$ cat src/rmsea_pkg.sv
// ----------------------------------------------------------------------------
// rmsea_pkg - shared types and microcode for the rmse accumulator
// Payload structs, datapath control word and the sequencer program table.
// ----------------------------------------------------------------------------
package rmsea_pkg;

   // field and datapath widths
   localparam int COUNT_BITS_DEFAULT = 24;
   localparam int SAMPLE_W           = 16;
   localparam int RMSE_W             = 24;
   localparam int PAIR_COUNT_W       = 24;
   localparam int SUM_W              = 58;
   localparam int FRAC_SHIFT         = 16;
   localparam int NUM_W              = SUM_W + FRAC_SHIFT;
   localparam int QUOT_W             = 48;
   localparam int ROOT_W             = QUOT_W / 2;
   localparam int ROOT_REM_W         = ROOT_W + 1;
   localparam int DIV_STEPS          = NUM_W;
   localparam int SQRT_STEPS         = ROOT_W;
   localparam int LOOP_W             = $clog2(DIV_STEPS);

   // input transaction payload
   typedef struct packed {
      logic signed [SAMPLE_W-1:0] sample_a;
      logic signed [SAMPLE_W-1:0] sample_b;
      logic                       last;
   } req_payload_type;

   // result transaction payload
   typedef struct packed {
      logic [RMSE_W-1:0]       rmse;
      logic [PAIR_COUNT_W-1:0] pair_count;
      logic                    overflowed;
   } rsp_payload_type;

   // program steps
   typedef enum logic [2:0] {
      STEP_ACCUM     = 3'd0,
      STEP_DIV_LOAD  = 3'd1,
      STEP_DIV_ITER  = 3'd2,
      STEP_SQRT_LOAD = 3'd3,
      STEP_SQRT_ITER = 3'd4,
      STEP_EMIT      = 3'd5
   } step_type;

   // branch conditions: advance to target when true, otherwise hold
   typedef enum logic [1:0] {
      COND_ALWAYS,
      COND_LAST_TAKEN,
      COND_LOOP_DONE,
      COND_SLOT_FREE
   } cond_type;

   // one microcode word
   typedef struct packed {
      logic              accept;
      logic              div_load;
      logic              div_step;
      logic              sqrt_load;
      logic              sqrt_step;
      logic              emit;
      logic              loop_load;
      logic [LOOP_W-1:0] loop_init;
      cond_type          cond;
      step_type          target;
   } ucode_type;

   // qualified strobes into the datapath
   typedef struct packed {
      logic              acc_en;
      logic              div_load;
      logic              div_step;
      logic              sqrt_load;
      logic              sqrt_step;
      logic              clear;
      logic              loop_load;
      logic [LOOP_W-1:0] loop_init;
   } dp_ctrl_type;

   // program table
   function automatic ucode_type ucode_rom(input step_type step);
      ucode_type w;
      w = '0;
      w.cond   = COND_ALWAYS;
      w.target = STEP_ACCUM;
      case (step)
         STEP_ACCUM: begin
            w.accept = 1'b1;
            w.cond   = COND_LAST_TAKEN;
            w.target = STEP_DIV_LOAD;
         end
         STEP_DIV_LOAD: begin
            w.div_load  = 1'b1;
            w.loop_load = 1'b1;
            w.loop_init = LOOP_W'(DIV_STEPS - 1);
            w.target    = STEP_DIV_ITER;
         end
         STEP_DIV_ITER: begin
            w.div_step = 1'b1;
            w.cond     = COND_LOOP_DONE;
            w.target   = STEP_SQRT_LOAD;
         end
         STEP_SQRT_LOAD: begin
            w.sqrt_load = 1'b1;
            w.loop_load = 1'b1;
            w.loop_init = LOOP_W'(SQRT_STEPS - 1);
            w.target    = STEP_SQRT_ITER;
         end
         STEP_SQRT_ITER: begin
            w.sqrt_step = 1'b1;
            w.cond      = COND_LOOP_DONE;
            w.target    = STEP_EMIT;
         end
         STEP_EMIT: begin
            w.emit   = 1'b1;
            w.cond   = COND_SLOT_FREE;
            w.target = STEP_ACCUM;
         end
         default: begin
            w.target = STEP_ACCUM;
         end
      endcase
      return w;
   endfunction

endpackage

$ cat src/rmsea_datapath.sv
// ----------------------------------------------------------------------------
// rmsea_datapath - accumulators, restoring divider and square root
// Plain datapath driven one strobe set per cycle by the sequencer.
// ----------------------------------------------------------------------------
module rmsea_datapath #(
   parameter int COUNT_BITS = rmsea_pkg::COUNT_BITS_DEFAULT
) (
   input  logic                     clock,
   input  logic                     reset,
   input  rmsea_pkg::dp_ctrl_type   ctrl,
   input  rmsea_pkg::req_payload_type req_payload,
   output logic                     loop_done,
   output rmsea_pkg::rsp_payload_type result
);
   import rmsea_pkg::*;

   // accumulator state
   logic [SUM_W-1:0]      sum_ff, sum_in;
   logic [COUNT_BITS-1:0] pairs_ff, pairs_in;
   logic                  sat_ff, sat_in;

   // shared loop counter
   logic [LOOP_W-1:0] loop_ff, loop_in;

   // divider registers
   logic [NUM_W-1:0]      num_ff, num_in;
   logic [COUNT_BITS-1:0] drem_ff, drem_in;
   logic [QUOT_W-1:0]     quot_ff, quot_in;
   logic                  big_ff, big_in;

   // square root registers
   logic [QUOT_W-1:0]     rad_ff, rad_in;
   logic [ROOT_REM_W-1:0] srem_ff, srem_in;
   logic [ROOT_W-1:0]     root_ff, root_in;

   // combinational terms
   logic signed [SAMPLE_W:0]     diff;
   logic [SAMPLE_W:0]            mag;
   logic [2*SAMPLE_W+1:0]        sq;
   logic [SUM_W:0]               sum_ext;
   logic [COUNT_BITS:0]          dshift;
   logic                         dge;
   logic [COUNT_BITS:0]          dsub;
   logic [ROOT_REM_W+1:0]        sshift;
   logic [ROOT_REM_W+1:0]        trial;
   logic                         sge;
   logic [ROOT_REM_W+1:0]        ssub;

   // squared difference and saturating sum
   always_comb begin
      diff    = (SAMPLE_W+1)'(req_payload.sample_a) - (SAMPLE_W+1)'(req_payload.sample_b);
      mag     = diff[SAMPLE_W] ? (SAMPLE_W+1)'(-diff) : (SAMPLE_W+1)'(diff);
      sq      = (2*SAMPLE_W+2)'(mag) * (2*SAMPLE_W+2)'(mag);
      sum_ext = {1'b0, sum_ff} + (SUM_W+1)'(sq);
   end

   // one restoring divide step
   always_comb begin
      dshift = {drem_ff, num_ff[NUM_W-1]};
      dge    = dshift >= {1'b0, pairs_ff};
      dsub   = dshift - {1'b0, pairs_ff};
   end

   // one digit-by-digit root step
   always_comb begin
      sshift = {srem_ff, rad_ff[QUOT_W-1:QUOT_W-2]};
      trial  = (ROOT_REM_W+2)'({root_ff, 2'b01});
      sge    = sshift >= trial;
      ssub   = sshift - trial;
   end

   assign loop_done = (loop_ff == '0);

   // next state
   always_comb begin
      sum_in   = sum_ff;
      pairs_in = pairs_ff;
      sat_in   = sat_ff;
      loop_in  = loop_ff;
      num_in   = num_ff;
      drem_in  = drem_ff;
      quot_in  = quot_ff;
      big_in   = big_ff;
      rad_in   = rad_ff;
      srem_in  = srem_ff;
      root_in  = root_ff;

      if (ctrl.acc_en) begin
         sum_in = sum_ext[SUM_W] ? {SUM_W{1'b1}} : sum_ext[SUM_W-1:0];
         if (&pairs_ff) begin
            sat_in = 1'b1;
         end else begin
            pairs_in = pairs_ff + 1'b1;
         end
      end
      if (ctrl.clear) begin
         sum_in   = '0;
         pairs_in = '0;
         sat_in   = 1'b0;
      end

      if (ctrl.loop_load) begin
         loop_in = ctrl.loop_init;
      end else if ((ctrl.div_step || ctrl.sqrt_step) && !loop_done) begin
         loop_in = loop_ff - 1'b1;
      end

      if (ctrl.div_load) begin
         num_in  = {sum_ff, {FRAC_SHIFT{1'b0}}};
         drem_in = '0;
         quot_in = '0;
         big_in  = 1'b0;
      end else if (ctrl.div_step) begin
         num_in  = {num_ff[NUM_W-2:0], 1'b0};
         drem_in = dge ? dsub[COUNT_BITS-1:0] : dshift[COUNT_BITS-1:0];
         quot_in = {quot_ff[QUOT_W-2:0], dge};
         // quotient bits at or above the root input width flag overflow
         if (dge && (32'(loop_ff) >= QUOT_W)) begin
            big_in = 1'b1;
         end
      end

      if (ctrl.sqrt_load) begin
         rad_in  = quot_ff;
         srem_in = '0;
         root_in = '0;
      end else if (ctrl.sqrt_step) begin
         rad_in  = {rad_ff[QUOT_W-3:0], 2'b00};
         srem_in = sge ? ssub[ROOT_REM_W-1:0] : sshift[ROOT_REM_W-1:0];
         root_in = {root_ff[ROOT_W-2:0], sge};
      end
   end

   // control state
   always_ff @(posedge clock) begin
      if (reset) begin
         sum_ff   <= '0;
         pairs_ff <= '0;
         sat_ff   <= 1'b0;
         loop_ff  <= '0;
      end else begin
         sum_ff   <= sum_in;
         pairs_ff <= pairs_in;
         sat_ff   <= sat_in;
         loop_ff  <= loop_in;
      end
   end

   // arithmetic working registers
   always_ff @(posedge clock) begin
      num_ff  <= num_in;
      drem_ff <= drem_in;
      quot_ff <= quot_in;
      big_ff  <= big_in;
      rad_ff  <= rad_in;
      srem_ff <= srem_in;
      root_ff <= root_in;
   end

   // result fields
   always_comb begin
      result.rmse       = big_ff ? {RMSE_W{1'b1}} : RMSE_W'(root_ff);
      result.pair_count = PAIR_COUNT_W'(pairs_ff);
      result.overflowed = sat_ff;
   end

endmodule

$ cat src/rmse_accumulator_unit.sv
// ----------------------------------------------------------------------------
// rmse_accumulator_unit - streaming root mean square error
// Sums squared sample differences per set; on the last pair it divides by
// the pair count and takes the square root under microcode control.
// ----------------------------------------------------------------------------
//
//  channel  direction  handshake            payload
//  req_     in         req_valid/req_ready  sample_a, sample_b, last
//  rsp_     out        rsp_valid/rsp_ready  rmse, pair_count, overflowed
//
//  a pair without last is taken every cycle while the program sits at accumulate
//  a last pair runs divide load, divide steps, root load, root steps and the emit
//  step before the next pair is taken; the shared loop counter counts the steps
//  the result sits in an output register, so new pairs are taken while it waits
//  reset clears accumulators, sequencer and output valid; no clearing pass
//
module rmse_accumulator_unit #(
   parameter int COUNT_BITS = rmsea_pkg::COUNT_BITS_DEFAULT
) (
   input  logic                       clock,
   input  logic                       reset,
   input  logic                       req_valid,
   output logic                       req_ready,
   input  rmsea_pkg::req_payload_type req_payload,
   output logic                       rsp_valid,
   input  logic                       rsp_ready,
   output rmsea_pkg::rsp_payload_type rsp_payload
);
   import rmsea_pkg::*;

   step_type        step_ff, step_in;
   ucode_type       word;
   dp_ctrl_type     dp_ctrl;
   logic            loop_done;
   logic            slot_free;
   logic            req_fire;
   logic            emit_fire;
   logic            cond_true;
   rsp_payload_type result;
   rsp_payload_type rsp_payload_ff, rsp_payload_in;
   logic            rsp_valid_ff, rsp_valid_in;

   // fetch and sequence
   always_comb begin
      word      = ucode_rom(step_ff);
      slot_free = !rsp_valid_ff || rsp_ready;
      req_ready = word.accept;
      req_fire  = word.accept && req_valid;
      emit_fire = word.emit && slot_free;
      case (word.cond)
         COND_ALWAYS:     cond_true = 1'b1;
         COND_LAST_TAKEN: cond_true = req_fire && req_payload.last;
         COND_LOOP_DONE:  cond_true = loop_done;
         COND_SLOT_FREE:  cond_true = slot_free;
         default:         cond_true = 1'b0;
      endcase
      step_in = cond_true ? word.target : step_ff;

      dp_ctrl.acc_en    = req_fire;
      dp_ctrl.div_load  = word.div_load;
      dp_ctrl.div_step  = word.div_step;
      dp_ctrl.sqrt_load = word.sqrt_load;
      dp_ctrl.sqrt_step = word.sqrt_step;
      dp_ctrl.clear     = emit_fire;
      dp_ctrl.loop_load = word.loop_load;
      dp_ctrl.loop_init = word.loop_init;
   end

   // step counter
   always_ff @(posedge clock) begin
      if (reset) begin
         step_ff <= STEP_ACCUM;
      end else begin
         step_ff <= step_in;
      end
   end

   rmsea_datapath #(
      .COUNT_BITS (COUNT_BITS)
   ) u_datapath (
      .clock       (clock),
      .reset       (reset),
      .ctrl        (dp_ctrl),
      .req_payload (req_payload),
      .loop_done   (loop_done),
      .result      (result)
   );

   // output register
   always_comb begin
      rsp_payload_in = rsp_payload_ff;
      rsp_valid_in   = rsp_valid_ff;
      if (emit_fire) begin
         rsp_payload_in = result;
         rsp_valid_in   = 1'b1;
      end else if (rsp_ready) begin
         rsp_valid_in = 1'b0;
      end
   end

   always_ff @(posedge clock) begin
      if (reset) begin
         rsp_valid_ff <= 1'b0;
      end else begin
         rsp_valid_ff <= rsp_valid_in;
      end
   end

   always_ff @(posedge clock) begin
      rsp_payload_ff <= rsp_payload_in;
   end

   assign rsp_valid   = rsp_valid_ff;
   assign rsp_payload = rsp_payload_ff;

endmodule
$ cat config.mk
export PLATFORM = sky130hd
export DESIGN_NAME = rmse_accumulator_unit
export DESIGN_NICKNAME = d
export VERILOG_FILES = /design/src/rmsea_pkg.sv /design/src/rmsea_datapath.sv /design/src/rmse_accumulator_unit.sv
export SDC_FILE = /design/constraint.sdc
export NUM_CORES = 1
export LEC_CHECK = 0
export ABC_AREA = 1
export BUFFER_PORTS_ARGS = -buffer_cell sky130_fd_sc_hd__buf_4
export CORE_MARGIN = 8
export CORE_UTILIZATION = 60
export CTS_BUF_LIST = sky130_fd_sc_hd__clkbuf_16
export DETAILED_ROUTE_END_ITERATION = 10
export GPL_TIMING_DRIVEN = 0
export PLACE_DENSITY = 0.78
export SLEW_MARGIN = 20
export SYNTH_ARGS = -nofsm -noshare
export SYNTH_HDL_FRONTEND = slang
export SYNTH_SLANG_ARGS = --single-unit
$ cat constraint.sdc
create_clock -name clock -period 17.1 [get_ports clock]
set_input_delay 0.855 -clock clock [delete_from_list [all_inputs] [get_ports clock]]
set_output_delay 0.855 -clock clock [all_outputs]
set_load 0.02 [all_outputs]
==> results of run 1 <==
[critical path, delay by kind of cell]
kind | cells | cell delay [ns]
adder cells (fa/ha/maj) | 10 | 4.42
AO/OA/AOI/OAI | 4 | 0.83
buffers and inverters | 8 | 1.04
AND/OR/NAND/NOR | 14 | 2.38
[flip-flops by register name, indices dropped and copies added, names as in the netlist, 7 cells and up]
register and cells:
u_datapath.num_ff 58, u_datapath.sum_ff 58, rsp_payload 49, u_datapath.quot_ff 48
u_datapath.rad_ff 48, u_datapath.srem_ff 25, u_datapath.drem_ff 24, u_datapath.pairs_ff 24
u_datapath.root_ff 24, u_datapath.loop_ff 7
[through the flow]
stage	utilization [%]	instances	setup slack (ns)	instance area, um^2	hold slack [ns]
floorplan	-	3632	9.09	28600	0.409
global placement	63.4	4333	7.67	30000	0.449
detailed placement	63.5	4335	7.51	30000	0.454
CTS	66.2	4409	8.03	31300	0.467
global route	66.2	4409	7.39	31300	0.485
finish	66.2	4409	7.93	31300	0.470
[synth_stat cells (12+ instances only)]
| cell type | number | share of area, % |
|---|---|---|
| ha_1 | 183 | 8.0 |
| nor2_2 | 22 | 0.48 |
| inv_1 | 723 | 9.5 |
| edfxtp_1 | 155 | 16 |
| nand4_1 | 32 | 0.70 |
| dfxtp_1 | 216 | 15 |
| nand3_1 | 151 | 2.6 |
| xor2_1 | 42 | 1.3 |
| o22ai_1 | 71 | 1.6 |
| a21oi_1 | 143 | 2.5 |
| nand2_2 | 17 | 0.37 |
| o21ai_0 | 227 | 4.0 |
| a31oi_1 | 39 | 0.85 |
| inv_2 | 16 | 0.21 |
| nand2_1 | 778 | 10 |
| nor4_1 | 14 | 0.31 |
| a21o_1 | 13 | 0.34 |
| o21bai_1 | 12 | 0.32 |
| nor2_1 | 277 | 3.6 |
| nor3_1 | 48 | 0.84 |
| xnor2_1 | 27 | 0.83 |
| clkbuf_1 | 63 | 0.83 |
| buf_2 | 12 | 0.21 |
| fa_1 | 226 | 16 |
[area by class of cell]
class | count | area [um^2] | area share [%]
plain buffers | 100 | 465 | 1.49
clock buffers | 43 | 1080 | 3.43
clock inverters | 31 | 219 | 0.699
inverters | 741 | 2780 | 8.88
multi-input cells | 2420 | 16400 | 52.2
flip-flops and latches | 371 | 8980 | 28.6
well taps | 615 | 769 | 2.46
repair buffers | 88 | 686 | 2.19
[cells in the final DEF (no fill, tap or decap), drive strengths merged, types with 2 or more instances in the layout]
cell and instances:
a211oi 4, nor3b 3, xnor2 27, clkbuf 106, nand2 796, clkinv 13
a41oi 4, nand4 32, bufinv 3, o21ai 233, and3 2, ha 183
and2 3, nor3 50, o211ai 11, buf 125, nand3 155, o22ai 71
o21a 8, or2 12, inv 756, nor4 16, a21boi 6, conb 12
a31oi 39, o21bai 12, nand3b 8, xor2 44, edfxtp 155, nor2 301
a21oi 143, o31ai 2, dfxtp 216, a21o 13, fa 226
[metal layers]
metal	track usage, %	routed length (um)	up-vias
li1	-	-	11800
met1	33.9	29500	11400
met2	44.5	33800	847
met3	3.15	4790	174
met4	11.3	2850	0
met5	0	0	-
[logic make-up after synthesis]
group | count (synthesis) | share of synthesized area, %
flops | 371 | 31.4
xor+xnor | 71 | 2.23
fa+ha+maj | 409 | 23.9
other cells | 2 | 0.0263
simple gates | 1379 | 20.4
buf+inv | 841 | 11.4
compound gates | 549 | 10.7
[worst min-delay path by stage]
stage | slack, ns | start | to | cells after the start
after floorplan | 0.41 | u_datapath.sat_ff | rsp_payload[0] | 0
after global placement | 0.45 | u_datapath.pairs_ff[4] | rsp_payload[5] | 0
after detailed placement | 0.45 | u_datapath.pairs_ff[13] | rsp_payload[14] | 0
after CTS | 0.47 | u_datapath.pairs_ff[13] | rsp_payload[14] | 0
after global routing | 0.48 | u_datapath.pairs_ff[8] | rsp_payload[9] | 0
final | 0.47 | u_datapath.pairs_ff[8] | rsp_payload[9] | 0
==> results.cfg, run 1 <==
[global_routing]
grt_pass1_wl_um = 117000
grt_max_degree = 58
grt_usage_pct = 26.3
antenna_found_initial = 0
grt_pass1_vias = 24000
grt_overflow = 0

[clock_network]
clkLatencyLatePin_ns = 0.55
clkSlewWorstSetupHoldPaths_ns = 0.06
ctsLongestPathBuffers = 3
cts_tree = done
htree_levels = 2
cts_setup_buffers = 0
clock_sinks = 371
clock-root-buffer = clkbuf_16
cts_hold_buf = 0
cts_resized = 0
numCtsBuffers = 40

[worst_setup_path]
crit_path_frequent_cell = fa_1
rr_startpoint = u_datapath.sum_ff[9]
worstSetupPathType = in -> reg
cpMaxStageDelayCell = fa_1
critPathMaxFanout = 10
critPathArrivalTime_ns = 9.55
cp.required_ns = 17.48
critPathMaxStageDelay_ns = 0.54
cp-start-kind = primary input
r2r_setup_slack_ns = 11.31
worstRegToRegCells = 18
cp-startpoint = req_payload[1]
cp-end-kind = flop
cp-endpoint = u_datapath.sum_ff[32]
rr_endpoint = u_datapath.sum_ff[32]

[cells_and_area]
nets = 4208
syn2layout_area_growth_pct = 9.78
layout-drive-gt1-share_pct = 6.62
diodes = 0
fillers = 4059

[synth]
ys_ff_latch = 371
synth_edf_count = 155
syn_inst = 3622
avgSynthCellArea_um2 = 7.88
yosysWarnings = 0
synth_ff_type = dfxtp_1
syn_area_um2 = 28600
ys_seq_area_share_pct = 31.4
synthArstFlopShare_pct = 0
yosysUniqueCellTypes = 56

[routing]
wl_per_cell_um = 16.1
dr.pass1.iters = 6
route.detailed.drc = 0
vias = 24200
ant_nets = 0
via_per_inst = 5.48
initialDrtViolationCount = 1891
routed_wl_um = 71000

[placement]
gp_congestion = 0.970
port-buffer-count = 86
dp_hpwl_um = 55400

[sta]
period_needed_ns = 9.17
worstMarginPinSlew_ns = 0.831
max_freq_ghz = 0.109
tns_ns = 0
hold_viol = 0
period_share_pct = 53.6
finalSetupViolCount = 0
skew_ns = 0.0148
rsz0062_at_grt = no
slew_headroom_pct = 44.0
slew_viol_final = 0

[run]
drv_cap = 0

[floorplan]
core_um2 = 47300
fp.dieH_um = 234
die_area_um2 = 54800
chipWidth_um = 234
fp-row-count = 80
initial_core_util_pct = 60.3
num_io_pins = 88

[worst_hold_path]
hp-class = reg -> reg

[run_status]
status = completed
Power of run 1 is not shown: default switching activity piles up to over one toggle a cycle in this logic, so the estimate is an artifact.
==> run 2, diff against run 1 <==
Settings changed: ABC_AREA 1 to 0, CORE_UTILIZATION 60 to 58, PLACE_DENSITY 0.78 to 0.79.
Clock period 17.1 ns to 7.6 ns, I/O delays scaled along.
==> run 2 against run 1 <==
The run now ends with negative setup slack left. Area after synthesis down 4.8%. Setup slack worse by 9.1 ns. Non-clock buffer count up 139. Critical path depth up 1. Cell area up 5.4%. Via count down 5.1%. Clock skew up 0.013 ns. Utilization up 4.9 points. First-iteration DRC count down 10%. Routed wire length up 5.0%. Sequential share of layout area down 1.5 points. Cell count down 12%. Critical path type unchanged. Critical endpoint is now u_datapath.sum_ff[3].
==> results.cfg, run 2 <==
[sta]
fin_ws_ns = -1.12
rsz0062_at_grt = yes
worstMarginPinSlew_ns = 0.948
period_needed_ns = 8.72
hold_slack_ns = 0.121
skew_ns = 0.0279
slew_viol_final = 0
max_freq_ghz = 0.115
period_share_pct = 115
slew_headroom_pct = 36.0
hold_viol = 0
finalSetupViolCount = 58

[clock_network]
htree_levels = 2
cts_hold_buf = 0
clkLatencyLatePin_ns = 0.59
ctsLongestPathBuffers = 3
cts_tree = done
numCtsBuffers = 41
clock-root-buffer = clkbuf_16
clkSlewWorstSetupHoldPaths_ns = 0.06
clock_sinks = 371

[synth]
ys_ff_latch = 371
yosysTopAreaCell = edfxtp_1
syn_inst = 2977
synthTopCellsByCount = 482 x nand2_1, 444 x inv_1, 226 x fa_1
synth_ff_type = dfxtp_1
ys_seq_area_share_pct = 33.0
yosys-top-cells-area = edfxtp_1 17%, fa_1 17%, dfxtp_1 16%
avgSynthCellArea_um2 = 9.13
synth_most_common_cell = nand2_1
yosys.area_share.simple_pct = 15.1
yosysTopAreaCellShare_pct = 17.1
synth_fa_ha_area_share_pct = 25.1
yosysUniqueCellTypes = 95
synthArstFlopShare_pct = 0
syn_area_um2 = 27200
synth.mux.area_fraction_pct = 1.04
synth_xor_area_share_pct = 4.53
synth_top_family_by_area = adder cells
synth-compound-area-share_pct = 13.2
synth_edf_count = 155
yosysWarnings = 0

[floorplan]
die_area_um2 = 54100
initial_core_util_pct = 58.5
core_um2 = 46500
num_io_pins = 88
chipWidth_um = 233
fp.dieH_um = 233
fp-row-count = 79

[cells_and_area]
syn2layout_area_growth_pct = 21.5
nets = 3694
fillers = 3159
final_common_cell = nand2_1
fin_util_pct = 71.1
diodes = 0
fin_area_um2 = 33000
final_cell_mix = 463 x nand2_1, 423 x inv_1, 216 x dfxtp_1
layout-drive-gt1-share_pct = 19.4

[worst_setup_path]
cp-start-kind = primary input
critPathMaxFanout = 7
worstSetupPathType = in -> reg
rr_startpoint = u_datapath.sum_ff[10]
cp-startpoint = req_payload[17]
worstRegToRegCells = 22
cp-endpoint = u_datapath.sum_ff[3]
cp-end-kind = flop
rr_endpoint = u_datapath.sum_ff[29]
critPathArrivalTime_ns = 9.18
r2r_setup_slack_ns = 1.58
critPathMaxStageDelay_ns = 0.61
crit_path_frequent_cell = fa_1
cp.required_ns = 8.06
cpMaxStageDelayCell = fa_2

[run_status]
violations = negative setup slack
status = finished with violations

[placement]
placed_cell_area_um2 = 29100
gp_congestion = 0.922
port-buffer-count = 87
dp_hpwl_um = 49800

[global_routing]
antenna_found_initial = 0
grt_pass1_vias = 23400
grt_usage_pct = 25.8
grt_max_degree = 60
grt_pass1_wl_um = 115000
grt_overflow = 0

[routing]
vias = 22900
routed_wl_um = 74600
ant_nets = 0
dr.pass1.iters = 5
route.detailed.drc = 0
wl_per_cell_um = 19.2
via_per_inst = 5.90
initialDrtViolationCount = 1693

[worst_hold_path]
hp-class = in -> reg
holdPathStages = 3

[run]
drv_cap = 0
==> run 2: cell types whose count changed after synthesis, moves of 44 or more <==
cell     delta
nand2_1   -296
inv_1     -279
nand3_1   -108
xnor2_1    +63
o22ai_1    -44
nor2_1     -83
a22o_1     +47
o21ai_0    -93
==> run 2: final cells by class <==
type / instances / area [um^2] / area share, %
multi-input cells: 2055 / 17600 / 53.4
flip-flops and latches: 371 / 8980 / 27.2
repair buffers: 220 / 1890 / 5.72
inverters: 452 / 1730 / 5.23
clock buffers: 43 / 1080 / 3.26
well taps: 607 / 759 / 2.30
plain buffers: 107 / 661 / 2.00
clock inverters: 32 / 309 / 0.935
==> run 2: what timing repair did <==
action | 4_1_cts | 5_1_grt
cloned | 3 | 5
pin swaps | 94 | 103
endpoints found under the hold margin | 0 | 0
gates resized for setup | 156 | 181
setup endpoints to repair | 58 | 58
setup buffers | 88 | 40
==> run 2: cells by family after synthesis <==
kind of cell | count (synthesis)
and+or+nand+nor | 925
AOI/OAI and AO/OA | 541
DFF | 371
buffers and inverters | 562
adders and majority gates | 409
muxes | 28
other | 2
xor gates and xnor gates | 139
==> run 2: how the worst min path moves through the flow <==
stage                           startpoint        endpoint  slack (ns)
finish                      req_payload[0]      step_ff[0]        0.12
global route                req_payload[0]      step_ff[0]        0.13
CTS                         req_payload[0]      step_ff[0]        0.09
detailed placement       u_datapath.sat_ff  rsp_payload[0]        0.42
global placement    u_datapath.pairs_ff[5]  rsp_payload[6]        0.42
floorplan           u_datapath.pairs_ff[5]  rsp_payload[6]        0.41
==> run 2: per-layer routing <==
metal  share of wire [%]  vias up  routed length (um)  GRT usage (%)
li1                    -    10400                   -              -
met1                  39    11100               29000           31.3
met2                  49     1015               36600           44.7
met3                 6.8      362                5080           4.49
met4                 5.2        0                3910           11.3
met5                   0        -                   0              0
==> run 2: worst max-delay path: cells and delay by family <==
| kind | cells | cell delay, ns |
|---|---|---|
| AO/OA/AOI/OAI | 6 | 1.21 |
| XOR/XNOR | 2 | 0.36 |
| adder cells (fa/ha/maj) | 9 | 3.82 |
| buffers and inverters | 9 | 0.88 |
| AND/OR/NAND/NOR | 11 | 2.50 |
==> run 2: metrics by stage <==
| stage | setup TNS (ns) | instances | setup slack, ns |
|---|---|---|---|
| CTS | -49.18 | 3846 | -0.902 |
| finish | -58.14 | 3887 | -1.12 |
| floorplan | -43.34 | 2987 | -0.874 |
| global route | -73.59 | 3887 | -1.39 |
| global placement | -120.77 | 3681 | -2.22 |
| detailed placement | -127.48 | 3681 | -2.36 |
Power of run 2 is left out for the same reason.
==> run 3, diff against run 2 <==
Settings changed: ABC_AREA 0 to 1, CORE_MARGIN 8 to not set, SKIP_LAST_GASP set to 1.
==> run 3 against run 2 <==
The run now ends clean. Die area down 7.3%. Setup slack better by 1.3 ns. Via count grew 8.0%. Global-route usage increased by 3.0 points. Clock-buffer cell count down 1. Critical path type unchanged.
==> results.cfg, run 3 (synthesis results as in run 1) <==
[run_status]
status = completed

[sta]
slew_headroom_pct = 46.9
max_freq_ghz = 0.134
hold_slack_ns = 0.168
rsz0062_at_grt = yes
hold_viol = 0
worstMarginPinSlew_ns = 0.797
period_needed_ns = 7.46
period_share_pct = 98.1
slew_viol_final = 0
skew_ns = 0.0258
finalSetupViolCount = 0

[routing]
routed_wl_um = 72400
vias = 24800
initialDrtViolationCount = 2093
route.detailed.drc = 0
ant_nets = 0
wl_per_cell_um = 16.1
dr.pass1.iters = 6
via_per_inst = 5.49

[clock_network]
htree_levels = 2
clock-root-buffer = clkbuf_16
clkSlewWorstSetupHoldPaths_ns = 0.06
numCtsBuffers = 40
ctsLongestPathBuffers = 3
clkLatencyLatePin_ns = 0.56
cts_tree = done
clock_sinks = 371

[floorplan]
fp.dieH_um = 224
core_um2 = 48100
num_io_pins = 88
fp-row-count = 80
die_area_um2 = 50100
chipWidth_um = 224
initial_core_util_pct = 59.3

[worst_hold_path]
hp-class = in -> reg

[worst_setup_path]
cp.required_ns = 8.10
critPathMaxFanout = 10
critPathMaxStageDelay_ns = 0.58
cpMaxStageDelayCell = fa_2
cp-start-kind = primary input
critPathArrivalTime_ns = 7.96
cp-end-kind = flop
worstSetupPathType = in -> reg

[cells_and_area]
final_cell_mix = 743 x nand2_1, 713 x inv_1, 240 x nor2_1
nets = 4266
layout-drive-gt1-share_pct = 12.4
final_common_cell = nand2_1
syn2layout_area_growth_pct = 15.5

[global_routing]
grt_max_degree = 58
antenna_found_initial = 2
grt_pass1_wl_um = 116000
grt_usage_pct = 28.8
grt_overflow = 0
grt_pass1_vias = 23900

[run]
drv_cap = 0

[placement]
port-buffer-count = 86
dp_hpwl_um = 54500
gp_congestion = 0.948
==> run 3: worst paths after layout <==
path	slack, ns	endpoint	from	cells past startpoint
min reg2reg	0.47	u_datapath.loop_ff[5]	u_datapath.loop_ff[5]	1
min	0.17	rsp_valid	rsp_ready	4
max	0.14	u_datapath.sum_ff[55]	req_payload[1]	41
max reg2reg	2.28	u_datapath.sum_ff[39]	u_datapath.sum_ff[9]	24
==> run 3: timing repair <==
action	4_1_cts	5_1_grt
pin swaps	13	64
setup buffers	14	42
endpoints found under the setup margin	58	58
cloned	2	0
hold buffers	0	0
gates resized for setup	81	181
hold endpoints to repair	0	0
==> run 3: through the flow <==
| stage | setup slack [ns] | cells | TNS, ns | area [um^2] | utilization (%) |
|---|---|---|---|---|---|
| 5_1_grt | -0.203 | 4509 | -6.95 | 33000 | 68.5 |
| 3_5_place_dp | -1.41 | 4376 | -67.26 | 30100 | 62.5 |
| 3_3_place_gp | -1.35 | 4374 | -62.84 | 30100 | 62.4 |
| 2_1_floorplan | 0.0634 | 3632 | 0 | 28600 | - |
| 6_report | 0.141 | 4509 | 0 | 33000 | 68.5 |
| 4_1_cts | 0.00526 | 4466 | 0 | 32000 | 66.4 |
==> run 3: layer usage <==
layer | track usage [%] | wire length (um) | up-vias
met1 | 38.2 | 30100 | 11700
met5 | 0 | 19 | -
met2 | 48.2 | 34500 | 992
met3 | 4.17 | 5390 | 191
li1 | - | - | 11900
met4 | 10.4 | 2460 | 2
==> run 3: final cells by class <==
cell class / count / area [um^2]
Multi-Input combinational cell: 2420 / 17200
Fill cell: 3803 / 15200
Sequential cell: 371 / 8980
Inverter: 741 / 2810
Timing Repair Buffer: 146 / 1160
Clock buffer: 42 / 1050
Tap cell: 656 / 821
Buffer: 100 / 553
Clock inverter: 32 / 372
Antenna cell: 1 / 2.50
==> run 3: worst max-delay path, delay by kind of cell <==
kind,cells,cell delay [ns]
fa+ha+maj,9,4.11
compound gates,1,0.13
simple gates,21,2.30
buf+inv,10,1.02
Power of run 3 is left out for the same reason.
